### src/hdl/radix_number_formatter_top_macros.svh
// ----------------------------------------------------------------------------
// Assertion macros shared by the formatter RTL
// ----------------------------------------------------------------------------
`ifndef RADIX_NUMBER_FORMATTER_TOP_MACROS_SVH
`define RADIX_NUMBER_FORMATTER_TOP_MACROS_SVH

// same-cycle implication, checked out of reset
`define RNF_ASSERT_NOW(lbl, ante, cons, msg) \
    lbl: assert property (@(posedge aclk) disable iff (!aresetn) (ante) |-> (cons)) \
        else $error(msg);

// next-cycle implication, checked out of reset
`define RNF_ASSERT_NEXT(lbl, ante, cons, msg) \
    lbl: assert property (@(posedge aclk) disable iff (!aresetn) (ante) |=> (cons)) \
        else $error(msg);

`endif

### src/hdl/rnf_pkg.sv
// ----------------------------------------------------------------------------
// rnf_pkg
// Types and constants of the radix number formatter.
// ----------------------------------------------------------------------------
package rnf_pkg;

    localparam int RADIX_W     = 7;
    localparam int CHAR_W      = 8;
    localparam int MAG_W       = 31;
    localparam int ALPHA_DEPTH = 64;
    localparam int ALPHA_AW    = 6;
    localparam int DIG_DEPTH   = 31;
    localparam int DIG_AW      = 5;
    localparam int DIGIT_W     = 6;
    localparam int DIV_CNT_W   = 5;
    localparam int TDATA_IN_W  = 48;

    localparam logic [RADIX_W-1:0] MIN_RADIX   = 7'd2;
    localparam logic [RADIX_W-1:0] MAX_RADIX   = 7'd64;
    localparam logic [RADIX_W-1:0] RADIX_RESET = 7'd10;
    localparam logic [CHAR_W-1:0]  MINUS_CHAR  = 8'h2D;

    localparam logic FUNC_LOAD    = 1'b0;
    localparam logic FUNC_CONVERT = 1'b1;

    // last step of the bit-serial divider
    localparam logic [DIV_CNT_W-1:0] DIV_LAST = DIV_CNT_W'(MAG_W - 1);

    typedef enum logic [2:0] {
        S_IDLE,
        S_DIV_WAIT,
        S_SIGN,
        S_DIG_RD,
        S_ALPH_RD,
        S_PUT
    } state_t;

    typedef struct packed {
        logic               busy;
        logic               done;
        logic [MAG_W-1:0]   quot;
        logic [DIGIT_W-1:0] rem;
    } div_rsp_t;

endpackage

### src/hdl/radix_number_formatter_top.sv
// ----------------------------------------------------------------------------
// radix_number_formatter_top
// Formats a magnitude and sign flag as text in a configurable radix.
// ----------------------------------------------------------------------------
// A load request (tuser 0) writes one alphabet byte and returns nothing.
// A convert request (tuser 1) takes one request at a time: each digit is
// one pass of the bit-serial divider over the 31-bit magnitude, then each
// character goes through the digit buffer and alphabet memory reads, with
// a minus sign first for a negative nonzero number; a zero magnitude skips
// the divider. Both stores have no reset and no clearing pass; the radix is
// clamped to 2..64.
`include "radix_number_formatter_top_macros.svh"

module radix_number_formatter_top (
    input  logic                             aclk,
    input  logic                             aresetn,
    // config: radix
    input  logic                             cfg_wr_en,
    input  logic [rnf_pkg::RADIX_W-1:0]      cfg_wr_data,
    // tdata: entry_index[5:0], entry_char[13:6], magnitude[44:14], negative[45]
    input  logic                             s_tvalid,
    output logic                             s_tready,
    input  logic [rnf_pkg::TDATA_IN_W-1:0]   s_tdata,
    // tuser: func
    input  logic                             s_tuser,
    output logic                             m_tvalid,
    input  logic                             m_tready,
    // tdata: out_char[7:0]
    output logic [rnf_pkg::CHAR_W-1:0]       m_tdata,
    output logic                             m_tlast
);
    import rnf_pkg::*;

    state_t               state_reg, state_next;
    logic [RADIX_W-1:0]   radix_reg;
    logic [RADIX_W-1:0]   eff_radix;

    logic [ALPHA_AW-1:0]  in_index;
    logic [CHAR_W-1:0]    in_char;
    logic [MAG_W-1:0]     in_mag;
    logic                 in_neg;
    logic                 s_req;

    logic                 neg_reg;
    logic                 zero_reg;
    logic [DIG_AW-1:0]    dig_cnt_reg;
    logic [DIG_AW-1:0]    dig_idx_reg;

    logic [CHAR_W-1:0]    alphabet_mem [ALPHA_DEPTH];
    logic [DIGIT_W-1:0]   digit_mem    [DIG_DEPTH];
    logic [DIGIT_W-1:0]   dig_rd_q;
    logic [CHAR_W-1:0]    alph_rd_q;
    logic [ALPHA_AW-1:0]  alph_addr;

    logic                 div_start;
    logic [MAG_W-1:0]     div_dividend;
    div_rsp_t             div_rsp;

    logic                 m_valid_reg;
    logic [CHAR_W-1:0]    m_data_reg;
    logic                 m_last_reg;
    logic                 slot_free;
    logic                 put_en;
    logic [CHAR_W-1:0]    put_char;
    logic                 put_last;

    assign in_index = s_tdata[5:0];
    assign in_char  = s_tdata[13:6];
    assign in_mag   = s_tdata[44:14];
    assign in_neg   = s_tdata[45];

    assign s_tready = (state_reg == S_IDLE);
    assign s_req    = s_tvalid && s_tready;

    always_comb begin
        priority if (radix_reg < MIN_RADIX) begin
            eff_radix = MIN_RADIX;
        end else if (radix_reg > MAX_RADIX) begin
            eff_radix = MAX_RADIX;
        end else begin
            eff_radix = radix_reg;
        end
    end

    always_ff @(posedge aclk) begin
        if (!aresetn) begin
            radix_reg <= RADIX_RESET;
        end else if (cfg_wr_en) begin
            radix_reg <= cfg_wr_data;
        end
    end

    rnf_div u_div (
        .aclk     (aclk),
        .aresetn  (aresetn),
        .start    (div_start),
        .dividend (div_dividend),
        .divisor  (eff_radix),
        .rsp      (div_rsp)
    );

    assign div_dividend = (state_reg == S_IDLE) ? in_mag : div_rsp.quot;
    assign slot_free    = !m_valid_reg || m_tready;

    // memory reads are always issued; the read data is registered
    assign alph_addr = zero_reg ? '0 : dig_rd_q;

    always_ff @(posedge aclk) begin
        if (s_req && s_tuser == FUNC_LOAD) begin
            alphabet_mem[in_index] <= in_char;
        end
        alph_rd_q <= alphabet_mem[alph_addr];
    end

    always_ff @(posedge aclk) begin
        if (state_reg == S_DIV_WAIT && div_rsp.done) begin
            digit_mem[dig_cnt_reg] <= div_rsp.rem;
        end
        dig_rd_q <= digit_mem[dig_idx_reg];
    end

    always_ff @(posedge aclk) begin
        if (!aresetn) begin
            state_reg <= S_IDLE;
        end else begin
            state_reg <= state_next;
        end
    end

    always_comb begin
        state_next = state_reg;
        div_start  = 1'b0;
        put_en     = 1'b0;
        put_char   = alph_rd_q;
        put_last   = 1'b0;
        unique case (state_reg)
            S_IDLE: begin
                if (s_req && s_tuser == FUNC_CONVERT) begin
                    if (in_mag == '0) begin
                        state_next = S_ALPH_RD;
                    end else begin
                        div_start  = 1'b1;
                        state_next = S_DIV_WAIT;
                    end
                end
            end
            S_DIV_WAIT: begin
                if (div_rsp.done) begin
                    if (div_rsp.quot != '0) begin
                        div_start = 1'b1;
                    end else begin
                        state_next = neg_reg ? S_SIGN : S_DIG_RD;
                    end
                end
            end
            S_SIGN: begin
                if (slot_free) begin
                    put_en     = 1'b1;
                    put_char   = MINUS_CHAR;
                    state_next = S_DIG_RD;
                end
            end
            S_DIG_RD: begin
                state_next = S_ALPH_RD;
            end
            S_ALPH_RD: begin
                state_next = S_PUT;
            end
            S_PUT: begin
                if (slot_free) begin
                    put_en     = 1'b1;
                    put_last   = zero_reg || dig_idx_reg == '0;
                    state_next = put_last ? S_IDLE : S_DIG_RD;
                end
            end
            default: begin
                state_next = S_IDLE;
            end
        endcase
    end

    always_ff @(posedge aclk) begin
        if (!aresetn) begin
            zero_reg    <= 1'b0;
            dig_cnt_reg <= '0;
            dig_idx_reg <= '0;
        end else begin
            if (s_req && s_tuser == FUNC_CONVERT) begin
                zero_reg    <= (in_mag == '0);
                dig_cnt_reg <= '0;
                dig_idx_reg <= '0;
            end else if (state_reg == S_DIV_WAIT && div_rsp.done) begin
                dig_cnt_reg <= dig_cnt_reg + 1'b1;
                dig_idx_reg <= dig_cnt_reg;
            end else if (state_reg == S_PUT && put_en && !put_last) begin
                dig_idx_reg <= dig_idx_reg - 1'b1;
            end
        end
    end

    always_ff @(posedge aclk) begin
        if (s_req) begin
            neg_reg <= in_neg;
        end
    end

    // output register parts the result side from the formatter
    always_ff @(posedge aclk) begin
        if (!aresetn) begin
            m_valid_reg <= 1'b0;
        end else if (put_en) begin
            m_valid_reg <= 1'b1;
        end else if (m_tready) begin
            m_valid_reg <= 1'b0;
        end
    end

    always_ff @(posedge aclk) begin
        if (put_en) begin
            m_data_reg <= put_char;
            m_last_reg <= put_last;
        end
    end

    assign m_tvalid = m_valid_reg;
    assign m_tdata  = m_data_reg;
    assign m_tlast  = m_last_reg;

    `RNF_ASSERT_NOW(a_start_when_free, div_start, !div_rsp.busy,
        "divider started while busy")
    `RNF_ASSERT_NOW(a_done_in_wait, div_rsp.done, state_reg == S_DIV_WAIT,
        "divider result outside the wait state")
    `RNF_ASSERT_NOW(a_digit_written, state_reg == S_DIG_RD && !zero_reg,
        dig_idx_reg < dig_cnt_reg, "digit read beyond written entries")
    `RNF_ASSERT_NOW(a_put_needs_slot, put_en, slot_free,
        "output register overwritten while held")

endmodule

### src/hdl/rnf_div.sv
// ----------------------------------------------------------------------------
// rnf_div
// Bit-serial restoring divider: 31-bit dividend by a 7-bit radix, one
// quotient bit per cycle, remainder below the divisor.
// ----------------------------------------------------------------------------
`include "radix_number_formatter_top_macros.svh"

module rnf_div (
    input  logic                         aclk,
    input  logic                         aresetn,
    input  logic                         start,
    input  logic [rnf_pkg::MAG_W-1:0]    dividend,
    input  logic [rnf_pkg::RADIX_W-1:0]  divisor,
    output rnf_pkg::div_rsp_t            rsp
);
    import rnf_pkg::*;

    logic                 busy_reg;
    logic                 done_reg;
    logic [MAG_W-1:0]     q_reg;
    logic [DIGIT_W-1:0]   r_reg;
    logic [DIGIT_W-1:0]   r_next;
    logic [RADIX_W-1:0]   dvs_reg;
    logic [DIV_CNT_W-1:0] cnt_reg;
    logic [RADIX_W-1:0]   trial;
    logic [RADIX_W-1:0]   diff;
    logic                 ge;

    // shift the next dividend bit into the partial remainder
    assign trial  = {r_reg, q_reg[MAG_W-1]};
    assign ge     = trial >= dvs_reg;
    assign diff   = trial - dvs_reg;
    assign r_next = ge ? diff[DIGIT_W-1:0] : trial[DIGIT_W-1:0];

    always_ff @(posedge aclk) begin
        if (!aresetn) begin
            busy_reg <= 1'b0;
            done_reg <= 1'b0;
        end else begin
            done_reg <= 1'b0;
            if (start) begin
                busy_reg <= 1'b1;
            end else if (busy_reg && cnt_reg == DIV_LAST) begin
                busy_reg <= 1'b0;
                done_reg <= 1'b1;
            end
        end
    end

    always_ff @(posedge aclk) begin
        if (start) begin
            q_reg   <= dividend;
            r_reg   <= '0;
            dvs_reg <= divisor;
            cnt_reg <= '0;
        end else if (busy_reg) begin
            q_reg   <= {q_reg[MAG_W-2:0], ge};
            r_reg   <= r_next;
            cnt_reg <= cnt_reg + 1'b1;
        end
    end

    assign rsp.busy = busy_reg;
    assign rsp.done = done_reg;
    assign rsp.quot = q_reg;
    assign rsp.rem  = r_reg;

    `RNF_ASSERT_NOW(a_rem_below_divisor, done_reg, {1'b0, r_reg} < dvs_reg,
        "divider remainder not below divisor")
    `RNF_ASSERT_NEXT(a_done_ends_busy, done_reg, !busy_reg || $past(start),
        "divider busy after done without restart")
    `RNF_ASSERT_NEXT(a_done_single, done_reg, !done_reg,
        "divider done held for more than one cycle")

endmodule

### config.mk
export PLATFORM = sky130hd
export DESIGN_NAME = radix_number_formatter_top
export DESIGN_NICKNAME = d
export VERILOG_FILES = /design/src/hdl/rnf_pkg.sv /design/src/hdl/radix_number_formatter_top.sv /design/src/hdl/rnf_div.sv
export VERILOG_INCLUDE_DIRS = /design/src /design/src/hdl
export SDC_FILE = /design/constraint.sdc
export NUM_CORES = 1
export LEC_CHECK = 0
export ABC_AREA = 0
export BUFFER_PORTS_ARGS = -buffer_cell sky130_fd_sc_hd__buf_2
export CORE_MARGIN = 3
export CORE_UTILIZATION = 60
export DETAILED_ROUTE_END_ITERATION = 10
export GPL_TIMING_DRIVEN = 0
export PLACE_DENSITY = 0.76
export SLEW_MARGIN = 15
export SYNTH_ARGS = -nofsm -noshare
export SYNTH_HDL_FRONTEND = slang
export SYNTH_HIERARCHICAL = 1
export SYNTH_SLANG_ARGS = --single-unit
### constraint.sdc
create_clock -name aclk -period 5.02 [get_ports aclk]
set_clock_uncertainty 0.15 [all_clocks]
set_input_delay 0.753 -clock aclk [delete_from_list [all_inputs] [get_ports aclk]]
set_output_delay 0.753 -clock aclk [all_outputs]
set_load 0.1 [all_outputs]
==> results.sh <==
export IMPL_status="finished clean"
export IMPL_finalSetupViolations=0
export IMPL_drive_above_1_share=0.200
export IMPL_p_leak_nw=11.9
export IMPL_fillers=3447
export IMPL_cts_setup_buffers=0
export IMPL_crit_path_end_kind="flip-flop"
export IMPL_setup_slack_ns=1.07
export IMPL_top_usage_layer="met2"
export IMPL_use_met1=0.375
export IMPL_hold_viol_final=0
export IMPL_wl_mm=76.9
export IMPL_synth_warnings=6
export IMPL_final_nets=2190
export IMPL_worstRegToRegCells=6
export IMPL_io_pins=72
export IMPL_post_route_min_period_ns=3.95
export IMPL_avgRoutedWirePerCell_microns=26.9
export IMPL_largest_register_ffs=512
export IMPL_p_per_area_nw_per_um2=409
export IMPL_hold_class="input pin to flip-flop"
export IMPL_period_share=0.787
export IMPL_detail_route_antenna_nets=0
export IMPL_die_h_microns=239
export IMPL_cts_resized=0
export IMPL_peakVddDrop_mv=0.340
export IMPL_grt_max_degree=65
export IMPL_rsz0062_at_grt="no"
export IMPL_cpMaxStageDelayCell="nor2_1"
export IMPL_crit_buf_inv=1
export IMPL_cp_start_kind="flip-flop"
export IMPL_start_util=0.612
export IMPL_finalWeightedCongestion=0.936
export IMPL_critPathTopFamily="simple AND/OR/NAND/NOR gates"
export IMPL_coreArea_sq_um=53200
export IMPL_diodes=0
export IMPL_slew_headroom=0.253
export IMPL_post_synth_cell_area_avg_sq_um=16.5
export IMPL_cts_tree="built"
export IMPL_worstSkewPairLatency_ns=0.63
export IMPL_overflow=0
export IMPL_final_common_cell="edfxtp_1"
export IMPL_synth_area_sq_um=32600
export IMPL_syn_inst=1968
export IMPL_worstPathMaxFanout=10
export IMPL_placed_cells=2722
export IMPL_mostFrequentLayoutCells="edfxtp_1, nor2_1, mux2i_1"
export IMPL_cts_buffer_depth=3
export IMPL_hold_path_cell_count=1
export IMPL_use_met3=0.0503
export IMPL_syn_nets=2045
export IMPL_hold_ws_ns=0.164
export IMPL_cts_buffers=77
export IMPL_max_clock_freq_mhz=253
export IMPL_slew_viol_final=0
export IMPL_crit_type="flip-flop to flip-flop"
export IMPL_tns_ns=0
export IMPL_clk_pin_slew_ns=0.06
export IMPL_crit_chain="buf_2 -> nor3_4 -> nand2_1 -> nor3_1 -> nand3_1 -> nor2_1"
export IMPL_worstPathRequired_ns=5.12
export IMPL_viasPerCell=6.49
export IMPL_syn_to_final_growth_pct=11.5
export IMPL_num_rows=84
export IMPL_final_instance_count_excl_fill=2863
export IMPL_worst_slew_pin_slew_ns=1.12
export IMPL_grt_usage=0.272
export IMPL_critPathArrivalTime_ns=4.06
export IMPL_firstDrtPassIters=6
export IMPL_portBuffers=65
export IMPL_antenna_found_initial=0
export IMPL_remaining_drc_errors=0
export IMPL_clock_sinks=795
export IMPL_gr_usage_met2=0.436
export IMPL_cts_max_level=3
export IMPL_place_ws_ns=1.02
export IMPL_final_util=0.683
export IMPL_grt_pass1_vias=18358
export IMPL_dp_hpwl_mm=50.3
export IMPL_die_x_microns=239
export IMPL_dr_total_vias=18572
export IMPL_root_buffer="clkbuf_16"
export IMPL_die_area_sq_um=57100
export IMPL_cp_slowest_stage_delay_ns=0.89
export IMPL_max_cap_violations=0
export IMPL_grt_pass1_wl_mm=115
export IMPL_ctsHoldBuffers=0
export IMPL_cp_num_cells=6
export IMPL_drtIter0Drc=2323
-- layer usage --
layer	wire length, microns	up-vias
li1	-	8080
met1	30200	9328
met2	37000	967
met3	6530	197
met4	3210	0
met5	0	-
-- final cells by class --
| class | count | area [sq um] | share of cell area |
|---|---|---|---|
| sequential | 795 | 23400 | 0.644 |
| multi-input combinational | 1029 | 8490 | 0.234 |
| clock buffer | 106 | 2200 | 0.0606 |
| tap | 688 | 861 | 0.0237 |
| buffer | 113 | 583 | 0.0161 |
| timing repair buffer | 66 | 358 | 0.00985 |
| clock inverter | 35 | 317 | 0.00872 |
| inverter | 31 | 116 | 0.00320 |
-- power breakdown --
part / total, mW / internal (mW) / leakage [nW] / switching [mW]
Sequential: 7.99 / 7.67 / 7.16 / 0.328
Clock: 5.75 / 3.33 / 1.24 / 2.42
Combinational: 1.09 / 0.439 / 3.53 / 0.653
-- per-stage QoR --
stage / cell area, sq um / power (mW)
2_1_floorplan: 32600 / 8.78
6_report: 36300 / 14.8
3_5_place_dp: 33800 / 9.22
4_1_cts: 36300 / 14.9
5_1_grt: 36300 / 15.3
3_3_place_gp: 33800 / 9.16
-- final timing paths --
path                     start                   to  slack [ns]
setup / recovery  state_reg[2]  alphabet_mem[30][2]        1.07
hold / removal     s_tdata[45]              neg_reg        0.16
setup reg to reg  state_reg[2]  alphabet_mem[30][2]        1.07
hold reg to reg   alph_rd_q[5]           m_tdata[5]        0.33
(Power assumes the default switching activity.)
